--- src/sha_pkg.sv ---
package sha_pkg;

    localparam int WordW   = 32;
    localparam int ChainN  = 8;
    localparam int BlockB  = 64;
    localparam int Rounds  = 64;
    localparam logic [7:0] PadMark = 8'h80;

    localparam logic [1:0] KIND_BYTE     = 2'd0;
    localparam logic [1:0] KIND_BYTE_END = 2'd1;
    localparam logic [1:0] KIND_END      = 2'd2;

    typedef enum logic [2:0] {
        ST_IDLE,
        ST_COMP,
        ST_PAD,
        ST_PAD2,
        ST_EMIT
    } t_state;

    // controller to datapath
    typedef struct packed {
        logic       init;      // load initial chain, clear counts
        logic       absorb;    // write byte into buffer
        logic       comp_start;
        logic       pad_first; // build first padding block
        logic       pad_len;   // build zero block with length only
        logic       emit_adv;
    } t_cmd;

    typedef struct packed {
        logic       comp_busy;
        logic       block_full;
        logic       pad_two;   // padding needs an extra block
        logic       emit_last;
    } t_stat;

    function automatic logic [31:0] rotr(input logic [31:0] x, input int n);
        rotr = (x >> n) | (x << (32 - n));
    endfunction

    function automatic logic [31:0] round_k(input logic [5:0] i);
        logic [31:0] k [64];
        k = '{
            32'h428a2f98, 32'h71374491, 32'hb5c0fbcf, 32'he9b5dba5, 32'h3956c25b, 32'h59f111f1,
            32'h923f82a4, 32'hab1c5ed5, 32'hd807aa98, 32'h12835b01, 32'h243185be, 32'h550c7dc3,
            32'h72be5d74, 32'h80deb1fe, 32'h9bdc06a7, 32'hc19bf174, 32'he49b69c1, 32'hefbe4786,
            32'h0fc19dc6, 32'h240ca1cc, 32'h2de92c6f, 32'h4a7484aa, 32'h5cb0a9dc, 32'h76f988da,
            32'h983e5152, 32'ha831c66d, 32'hb00327c8, 32'hbf597fc7, 32'hc6e00bf3, 32'hd5a79147,
            32'h06ca6351, 32'h14292967, 32'h27b70a85, 32'h2e1b2138, 32'h4d2c6dfc, 32'h53380d13,
            32'h650a7354, 32'h766a0abb, 32'h81c2c92e, 32'h92722c85, 32'ha2bfe8a1, 32'ha81a664b,
            32'hc24b8b70, 32'hc76c51a3, 32'hd192e819, 32'hd6990624, 32'hf40e3585, 32'h106aa070,
            32'h19a4c116, 32'h1e376c08, 32'h2748774c, 32'h34b0bcb5, 32'h391c0cb3, 32'h4ed8aa4a,
            32'h5b9cca4f, 32'h682e6ff3, 32'h748f82ee, 32'h78a5636f, 32'h84c87814, 32'h8cc70208,
            32'h90befffa, 32'ha4506ceb, 32'hbef9a3f7, 32'hc67178f2
        };
        round_k = k[i];
    endfunction

    function automatic logic [31:0] init_word(input logic mode, input logic [2:0] i);
        logic [31:0] h256 [8];
        logic [31:0] h224 [8];
        h256 = '{32'h6a09e667, 32'hbb67ae85, 32'h3c6ef372, 32'ha54ff53a,
                 32'h510e527f, 32'h9b05688c, 32'h1f83d9ab, 32'h5be0cd19};
        h224 = '{32'hC1059ED8, 32'h367CD507, 32'h3070DD17, 32'hF70E5939,
                 32'hFFC00B31, 32'h68581511, 32'h64F98FA7, 32'hBEFA4FA4};
        init_word = mode ? h224[i] : h256[i];
    endfunction

endpackage

--- src/sha_ctrl.sv ---
module sha_ctrl (
    input  logic           i_clk,
    input  logic           i_rst_n,
    input  logic           i_cfg_we,
    input  logic           i_valid,
    input  logic [1:0]     i_kind,
    output logic           o_ready,
    input  logic           i_out_ready,
    output logic           o_valid,
    input  sha_pkg::t_stat i_stat,
    output sha_pkg::t_cmd  o_cmd
);
    import sha_pkg::*;

    t_state r_state, n_state;
    logic   r_fin, n_fin;   // padding under way, digest follows its last compression
    logic   r_two, n_two;   // second padding block still to run
    logic   r_pend, n_pend; // end byte filled the block, padding still to build
    logic   acc;

    assign acc = i_valid && o_ready;

    always_ff @(posedge i_clk) begin
        if (!i_rst_n) begin
            r_state <= ST_IDLE;
            r_fin   <= 1'b0;
            r_two   <= 1'b0;
            r_pend  <= 1'b0;
        end else begin
            r_state <= n_state;
            r_fin   <= n_fin;
            r_two   <= n_two;
            r_pend  <= n_pend;
        end
    end

    always_comb begin
        n_state = r_state;
        n_fin   = r_fin;
        n_two   = r_two;
        n_pend  = r_pend;
        unique case (r_state)
            ST_IDLE: begin
                if (acc) begin
                    unique case (i_kind)
                        KIND_BYTE: if (i_stat.block_full) n_state = ST_COMP;
                        KIND_BYTE_END: begin
                            if (i_stat.block_full) begin
                                n_pend = 1'b1;
                                n_state = ST_COMP;
                            end else begin
                                n_state = ST_PAD;
                            end
                        end
                        KIND_END: n_state = ST_PAD;
                        default: ;
                    endcase
                end
            end
            ST_COMP: begin
                if (!i_stat.comp_busy) begin
                    if (r_two) begin
                        n_two = 1'b0;
                        n_state = ST_PAD2;
                    end else if (r_pend) begin
                        n_pend = 1'b0;
                        n_state = ST_PAD;
                    end else if (r_fin) begin
                        n_state = ST_EMIT;
                    end else begin
                        n_state = ST_IDLE;
                    end
                end
            end
            ST_PAD: begin
                n_fin = 1'b1;
                n_two = i_stat.pad_two;
                n_state = ST_COMP;
            end
            ST_PAD2: n_state = ST_COMP;
            ST_EMIT: begin
                if (i_out_ready && i_stat.emit_last) begin
                    n_fin = 1'b0;
                    n_state = ST_IDLE;
                end
            end
            default: n_state = ST_IDLE;
        endcase
        if (i_cfg_we) begin
            n_state = ST_IDLE;
            n_fin = 1'b0;
            n_two = 1'b0;
            n_pend = 1'b0;
        end
    end

    always_comb begin
        o_cmd   = '0;
        o_ready = 1'b0;
        o_valid = 1'b0;
        unique case (r_state)
            ST_IDLE: begin
                o_ready = 1'b1;
                o_cmd.absorb = acc && (i_kind == KIND_BYTE || i_kind == KIND_BYTE_END);
                o_cmd.comp_start = acc && i_stat.block_full
                    && (i_kind == KIND_BYTE || i_kind == KIND_BYTE_END);
            end
            ST_PAD: begin
                o_cmd.pad_first = 1'b1;
                o_cmd.comp_start = 1'b1;
            end
            ST_PAD2: begin
                o_cmd.pad_len = 1'b1;
                o_cmd.comp_start = 1'b1;
            end
            ST_EMIT: begin
                o_valid = 1'b1;
                o_cmd.emit_adv = i_out_ready;
                o_cmd.init = i_out_ready && i_stat.emit_last;
            end
            default: ;
        endcase
        o_cmd.init = o_cmd.init | i_cfg_we;
    end

endmodule

--- src/sha_dp.sv ---
module sha_dp (
    input  logic          i_clk,
    input  logic          i_rst_n,
    input  logic          i_cfg_we,
    input  logic          i_cfg_data,
    input  logic [7:0]    i_data_byte,
    input  sha_pkg::t_cmd i_cmd,
    output sha_pkg::t_stat o_stat,
    output logic [31:0]   o_digest_word,
    output logic [2:0]    o_word_index,
    output logic          o_last_word
);
    import sha_pkg::*;

    logic          r_mode;
    logic [31:0]   r_h [ChainN];
    logic [31:0]   r_buf [BlockB / 4];
    logic [5:0]    r_cnt;
    logic [63:0]   r_bits;
    logic [31:0]   r_w [16];
    logic [31:0]   r_v [ChainN];
    logic [6:0]    r_rnd;
    logic          r_busy;
    logic          r_fold;
    logic [2:0]    r_widx;
    logic [5:0]    pad_n;
    logic [31:0]   s0, s1, wn, t1, t2, e, a;
    logic [2:0]    last_idx;

    assign pad_n    = r_cnt;
    assign last_idx = r_mode ? 3'd6 : 3'd7;

    assign o_stat.comp_busy  = r_busy || r_fold;
    assign o_stat.block_full = (r_cnt == 6'd63);
    assign o_stat.pad_two    = (pad_n >= 6'd56);
    assign o_stat.emit_last  = (r_widx == last_idx);

    assign o_digest_word = r_h[r_widx];
    assign o_word_index  = r_widx;
    assign o_last_word   = (r_widx == last_idx);

    // message schedule and round on the sliding window
    assign s0 = rotr(r_w[1], 7) ^ rotr(r_w[1], 18) ^ (r_w[1] >> 3);
    assign s1 = rotr(r_w[14], 17) ^ rotr(r_w[14], 19) ^ (r_w[14] >> 10);
    assign wn = s1 + r_w[9] + s0 + r_w[0];
    assign e  = r_v[4];
    assign a  = r_v[0];
    assign t1 = r_v[7] + (rotr(e, 6) ^ rotr(e, 11) ^ rotr(e, 25))
              + ((e & r_v[5]) ^ (~e & r_v[6])) + round_k(r_rnd[5:0]) + r_w[0];
    assign t2 = (rotr(a, 2) ^ rotr(a, 13) ^ rotr(a, 22))
              + ((a & r_v[1]) ^ (a & r_v[2]) ^ (r_v[1] & r_v[2]));

    // buffer held as big-endian words, byte 0 in the top lane of word 0
    always_ff @(posedge i_clk) begin
        if (i_cmd.absorb) begin
            r_buf[r_cnt[5:2]][{~r_cnt[1:0], 3'b000} +: 8] <= i_data_byte;
        end
        if (i_cmd.pad_first) begin
            for (int i = 0; i < BlockB; i++) begin
                if (6'(i) == pad_n) begin
                    r_buf[4'(i >> 2)][8 * (3 - (i & 3)) +: 8] <= PadMark;
                end else if (6'(i) > pad_n) begin
                    r_buf[4'(i >> 2)][8 * (3 - (i & 3)) +: 8] <= (i >= 56 && pad_n < 6'd56)
                        ? 8'(r_bits >> (8 * (63 - i))) : 8'h00;
                end
            end
        end
        if (i_cmd.pad_len) begin
            for (int i = 0; i < BlockB; i++) begin
                r_buf[4'(i >> 2)][8 * (3 - (i & 3)) +: 8] <= (i >= 56)
                    ? 8'(r_bits >> (8 * (63 - i))) : 8'h00;
            end
        end
    end

    always_ff @(posedge i_clk) begin
        if (!i_rst_n) begin
            r_mode <= 1'b0;
            r_cnt  <= '0;
            r_bits <= '0;
            r_busy <= 1'b0;
            r_fold <= 1'b0;
            r_widx <= '0;
            r_rnd  <= '0;
            for (int i = 0; i < ChainN; i++) r_h[i] <= init_word(1'b0, 3'(i));
        end else begin
            if (i_cmd.absorb) begin
                r_cnt  <= r_cnt + 6'd1;
                r_bits <= r_bits + 64'd8;
            end
            if (i_cmd.pad_first) begin
                r_cnt <= '0;
            end
            // buffer written this cycle, so load window next cycle
            if (i_cmd.comp_start) begin
                r_busy <= 1'b1;
                r_rnd  <= 7'd127;
            end else if (r_busy) begin
                if (r_rnd == 7'd127) begin
                    for (int i = 0; i < 16; i++) r_w[i] <= r_buf[i];
                    for (int i = 0; i < ChainN; i++) r_v[i] <= r_h[i];
                    r_rnd <= '0;
                end else begin
                    for (int i = 0; i < 15; i++) r_w[i] <= r_w[i+1];
                    r_w[15] <= wn;
                    r_v[7] <= r_v[6];
                    r_v[6] <= r_v[5];
                    r_v[5] <= r_v[4];
                    r_v[4] <= r_v[3] + t1;
                    r_v[3] <= r_v[2];
                    r_v[2] <= r_v[1];
                    r_v[1] <= r_v[0];
                    r_v[0] <= t1 + t2;
                    if (r_rnd == 7'(Rounds - 1)) begin
                        r_busy <= 1'b0;
                        r_fold <= 1'b1;
                    end
                    r_rnd <= r_rnd + 7'd1;
                end
            end
            if (r_fold) begin
                r_fold <= 1'b0;
                for (int i = 0; i < ChainN; i++) r_h[i] <= r_h[i] + r_v[i];
            end
            if (i_cmd.emit_adv) begin
                r_widx <= r_widx + 3'd1;
            end
            if (i_cmd.init) begin
                r_cnt  <= '0;
                r_bits <= '0;
                r_widx <= '0;
                for (int i = 0; i < ChainN; i++) begin
                    r_h[i] <= init_word(i_cfg_we ? i_cfg_data : r_mode, 3'(i));
                end
            end
            if (i_cfg_we) begin
                r_mode <= i_cfg_data;
            end
        end
    end

endmodule

--- src/sha256_224_stream_hasher_top.sv ---
// a byte that fills a block holds the input off until the compression of that block is done;
// message end adds one compression per padding block (one or two) before the first digest word
// a 64-byte block is 63 plain beats and one beat that also starts its compression
// the digest leaves one word per beat, eight for sha-256 or seven for sha-224
// reset (synchronous, active low): sha-256 mode, sha-256 initial chain, counts cleared
module sha256_224_stream_hasher_top (
    input  logic        i_clk,
    input  logic        i_rst_n,
    input  logic        i_cfg_we,
    input  logic        i_cfg_data,
    input  logic        i_valid,
    output logic        o_ready,
    input  logic [1:0]  i_kind,
    input  logic [7:0]  i_data_byte,
    output logic        o_valid,
    input  logic        i_ready,
    output logic [31:0] o_digest_word,
    output logic [2:0]  o_word_index,
    output logic        o_last_word
);
    import sha_pkg::*;

    t_cmd   cmd;
    t_stat  stat;

    sha_ctrl u_ctrl (
        .i_clk       (i_clk),
        .i_rst_n     (i_rst_n),
        .i_cfg_we    (i_cfg_we),
        .i_valid     (i_valid),
        .i_kind      (i_kind),
        .o_ready     (o_ready),
        .i_out_ready (i_ready),
        .o_valid     (o_valid),
        .i_stat      (stat),
        .o_cmd       (cmd)
    );

    sha_dp u_dp (
        .i_clk         (i_clk),
        .i_rst_n       (i_rst_n),
        .i_cfg_we      (i_cfg_we),
        .i_cfg_data    (i_cfg_data),
        .i_data_byte   (i_data_byte),
        .i_cmd         (cmd),
        .o_stat        (stat),
        .o_digest_word (o_digest_word),
        .o_word_index  (o_word_index),
        .o_last_word   (o_last_word)
    );

endmodule

--- config.mk ---
export PLATFORM = sky130hd
export DESIGN_NAME = sha256_224_stream_hasher_top
export DESIGN_NICKNAME = d
export VERILOG_FILES = /design/src/sha_pkg.sv /design/src/sha_ctrl.sv /design/src/sha_dp.sv /design/src/sha256_224_stream_hasher_top.sv
export SDC_FILE = /design/constraint.sdc
export NUM_CORES = 2
export LEC_CHECK = 0
export CAP_MARGIN = 20
export CELL_PAD_IN_SITES_DETAIL_PLACEMENT = 1
export CELL_PAD_IN_SITES_GLOBAL_PLACEMENT = 2
export CORE_ASPECT_RATIO = 2
export CORE_MARGIN = 8
export CORE_UTILIZATION = 43
export DETAILED_ROUTE_END_ITERATION = 10
export DONT_BUFFER_PORTS = 1
export GPL_TIMING_DRIVEN = 0
export PLACE_DENSITY = 0.79
export SLEW_MARGIN = 20
export SYNTH_ARGS = -nofsm -noshare
export SYNTH_HDL_FRONTEND = slang
export SYNTH_SLANG_ARGS = --single-unit
--- constraint.sdc ---
create_clock -name i_clk -period 22.2 [get_ports i_clk]
set_input_delay 1.11 -clock i_clk [delete_from_list [all_inputs] [get_ports i_clk]]
set_output_delay 1.11 -clock i_clk [all_outputs]
set_load 0.005 [all_outputs]
==> results.yml <==
clocking:
  clk_latency_ns: 0.89
  cts-root-buf: "clkbuf_16"
  postCtsResizedCells: 0
  cts_hold_buf: 0
  clk_transition_reported_paths_ns: 0.07
  clock_sinks: 1625
  h-tree-depth: 4
  post-cts-setup-buffers: 0
  cts_buffers: 169
  cts_tree: "done"
  clock_path_buffers: 4
critical_path:
  slowest_delay_ns: 0.67
  end_kind: "flip-flop"
  reg2reg_depth: 35
  slowest_stage: "clkbuf_1"
  r2r_slack_ns: 9.50
  required_ns: 22.70
  cp.arrival_ns: 13.20
  cp_max_fo: 14
  reg2reg_from: "u_dp.r_rnd[0]$_SDFFE_PN0P_"
  start_kind: "flip-flop"
  path_class: "flip-flop to flip-flop"
  path_common_cell: "fa_1"
  timing.rr.end: "u_dp.r_v[0][30]$_DFFE_PP_"
finish:
  area.growth.synth_to_final_pct: 10.6
  stdcell_count: 12900
  fin_nets: 10400
  layout-drive-gt1-share: 0.110
  fillers: 24500
synth:
  syn_avg_cell_area_um2: 9.88
  syn_nets: 10200
  async_reset_ff_frac: 0
  synthAdderAreaFrac: 0.0965
  synth_top_area_frac: 0.336
  synth_edf_count: 1061
  synth_compound_area_frac: 0.139
  ys_top_cells_by_area: "edfxtp_1 34%, dfxtp_1 12%, mux2_2 6.4%, ha_1 5.3%, nor2_1 4.8%"
  synth_most_common_cell: "nor2_1"
  postSynthCellCount: 9593
  synth-simple-area-share: 0.132
  synthTopCellsByCount: "1224 x nor2_1, 1146 x nand2_1, 1061 x edfxtp_1, 876 x a21oi_1, 564 x dfxtp_1"
  synth_top_family_by_area: "compound AO/OA/AOI/OAI gates"
  netlist_area_um2: 94800
  ys_ff_latch: 1625
  synth_cell_types: 97
  synthMuxAreaShare: 0.0837
  synth_ff_type: "edfxtp_1"
  yosys_warnings: 0
  yosysTopAreaCell: "edfxtp_1"
  ys_seq_area_frac: 0.455
  synth_xor_area_frac: 0.0573
sta:
  fin_skew_ns: 0.114
  max_freq_ghz: 0.0788
  worst_pin_slew_ns: 1.33
  period_needed_ns: 12.70
  finalCritPeriodShare: 0.572
  hold_viol_final: 0
  rsz0062_at_grt: "no"
  drv_slew: 0
  setup_viol: 0
  slew_headroom: 0.104
  setup_tns_ns: 0
route:
  wl_per_cell_um: 32.1
  totalWireLength_um: 414000
  routed-via-count: 78100
  avgViaCountPerCell: 6.06
  ant_nets: 0
  drc: 0
  drtIter0Drc: 8569
  drt_pass1_iterations: 5
die:
  die_area_um2: 237000
  fp-row-count: 244
  core-area_um2: 220000
  io-pin-count: 54
  die_y_um: 680
  die_w_um: 348
  start_util: 0.431
pwr:
  irDropWorstVdd_uv: 81.1
  p_per_area_nw_per_um2: 73.3
  p_leak_nw: 40.1
grt:
  grt_pass1_vias: 78100
  grt_pass1_wl_um: 583000
  antenna_found_initial: 23
  grt_usage: 0.341
  grt_max_degree: 99
  grt_overflow: 0
min_path:
  holdPathEnd: "u_dp.r_buf[0][31]$_SDFFE_PP0P_"
  hold_class: "flip-flop to flip-flop"
  hold_path_startpoint: "u_dp.r_buf[0][31]$_SDFFE_PP0P_"
  min_path_cells: 2
placed_design:
  dpl.hpwl_um: 321000
  dp_cells: 12600
  gp_congestion: 1.01
  port_buffers: 0
outcome:
  status: "finished, final reports clean"
job:
  max_cap_viol_count: 0
-- how the worst max path moves through the flow --
stage / slack, ns / from / endpoint / depth (start not counted)
after floorplan: 2.06 / i_kind[1] / u_dp.r_w[0][345]$_DFFE_PP_ / 12
after global placement: -17.12 / u_ctrl.r_state[0]$_SDFFE_PP0P_ / u_dp.r_w[0][263]$_DFFE_PP_ / 11
after detailed placement: 10.01 / u_dp.r_rnd[0]$_SDFFE_PN0P_ / u_dp.r_v[0][30]$_DFFE_PP_ / 35
after CTS: 9.94 / u_dp.r_rnd[0]$_SDFFE_PN0P_ / u_dp.r_v[0][30]$_DFFE_PP_ / 35
after global routing: 9.26 / u_dp.r_rnd[0]$_SDFFE_PN0P_ / u_dp.r_v[0][30]$_DFFE_PP_ / 35
final: 9.50 / u_dp.r_rnd[0]$_SDFFE_PN0P_ / u_dp.r_v[0][30]$_DFFE_PP_ / 35
-- where the power goes --
| group | leakage, nW | internal [mW] | switching [mW] | total (mW) |
|---|---|---|---|---|
| Sequential | 14.1 | 3.25 | 0.0379 | 3.29 |
| Combinational | 23.3 | 0.556 | 0.880 | 1.44 |
| Clock | 2.66 | 1.64 | 1.32 | 2.97 |
-- worst max-delay path: cells and delay by family, from the launching register on --
kind            cells  cell delay [ns]
buf+inv             6             2.44
mux                 1             0.60
fa+ha+maj           8             3.79
compound gates     12             2.54
xor+xnor            2             0.34
flops               1             0.61
simple gates        6             2.07
-- logic make-up (layout without fill, tap and decap cells) --
group           count (synthesis)  in the layout
fa+ha+maj                     619            619
other cells                     0              7
xor+xnor                      620            620
buf+inv                       922           1261
compound gates               2188           2188
flops                        1625           1625
mux                           641            641
simple gates                 2978           2978
-- per-stage QoR --
step | hold WS, ns | setup slack, ns | util | total power [mW] | cell area, um2
floorplan | 0.420 | 2.06 | - | 4.35 | 94800
global placement | 0.439 | -17.12 | 0.448 | 4.74 | 98500
detailed placement | 0.444 | 10.01 | 0.452 | 4.75 | 99400
CTS | 0.454 | 9.94 | 0.476 | 7.70 | 105000
global route | 0.485 | 9.26 | 0.477 | 7.94 | 105000
finish | 0.454 | 9.50 | 0.477 | 7.69 | 105000
-- metal layers --
| layer | up-vias | global-route usage | part of all wire |
|---|---|---|---|
| li1 | 34200 | - | - |
| met4 | 4 | 0.164 | 0.058 |
| met3 | 781 | 0.0638 | 0.083 |
| met1 | 39900 | 0.461 | 0.42 |
| met2 | 3238 | 0.525 | 0.44 |
| met5 | - | 0 | 0.000082 |
-- cell type report --
class	count	area, um2	area share
antenna	7	17.5	0.000167
buffer	494	1980	0.0188
clock buffer	228	4750	0.0453
clock inverter	71	697	0.00664
inverter	428	1610	0.0154
multi-input combinational	7046	48200	0.460
sequential	1625	43200	0.411
tap	2952	3690	0.0352
timing repair buffer	40	771	0.00735
-- layout by cell type (no fill, tap or decap), types with 131 or more instances in the layout --
cell	count
a21o_1	168
a21oi_1	874
clkbuf_1	384
clkbuf_16	172
dfxtp_1	564
edfxtp_1	1061
fa_1	195
ha_1	401
inv_1	424
mux2_2	543
nand2_1	1143
nand3_1	131
nor2_1	1215
o21ai_0	531
xnor2_1	384
xor2_1	236
(Power assumes the default switching activity.)
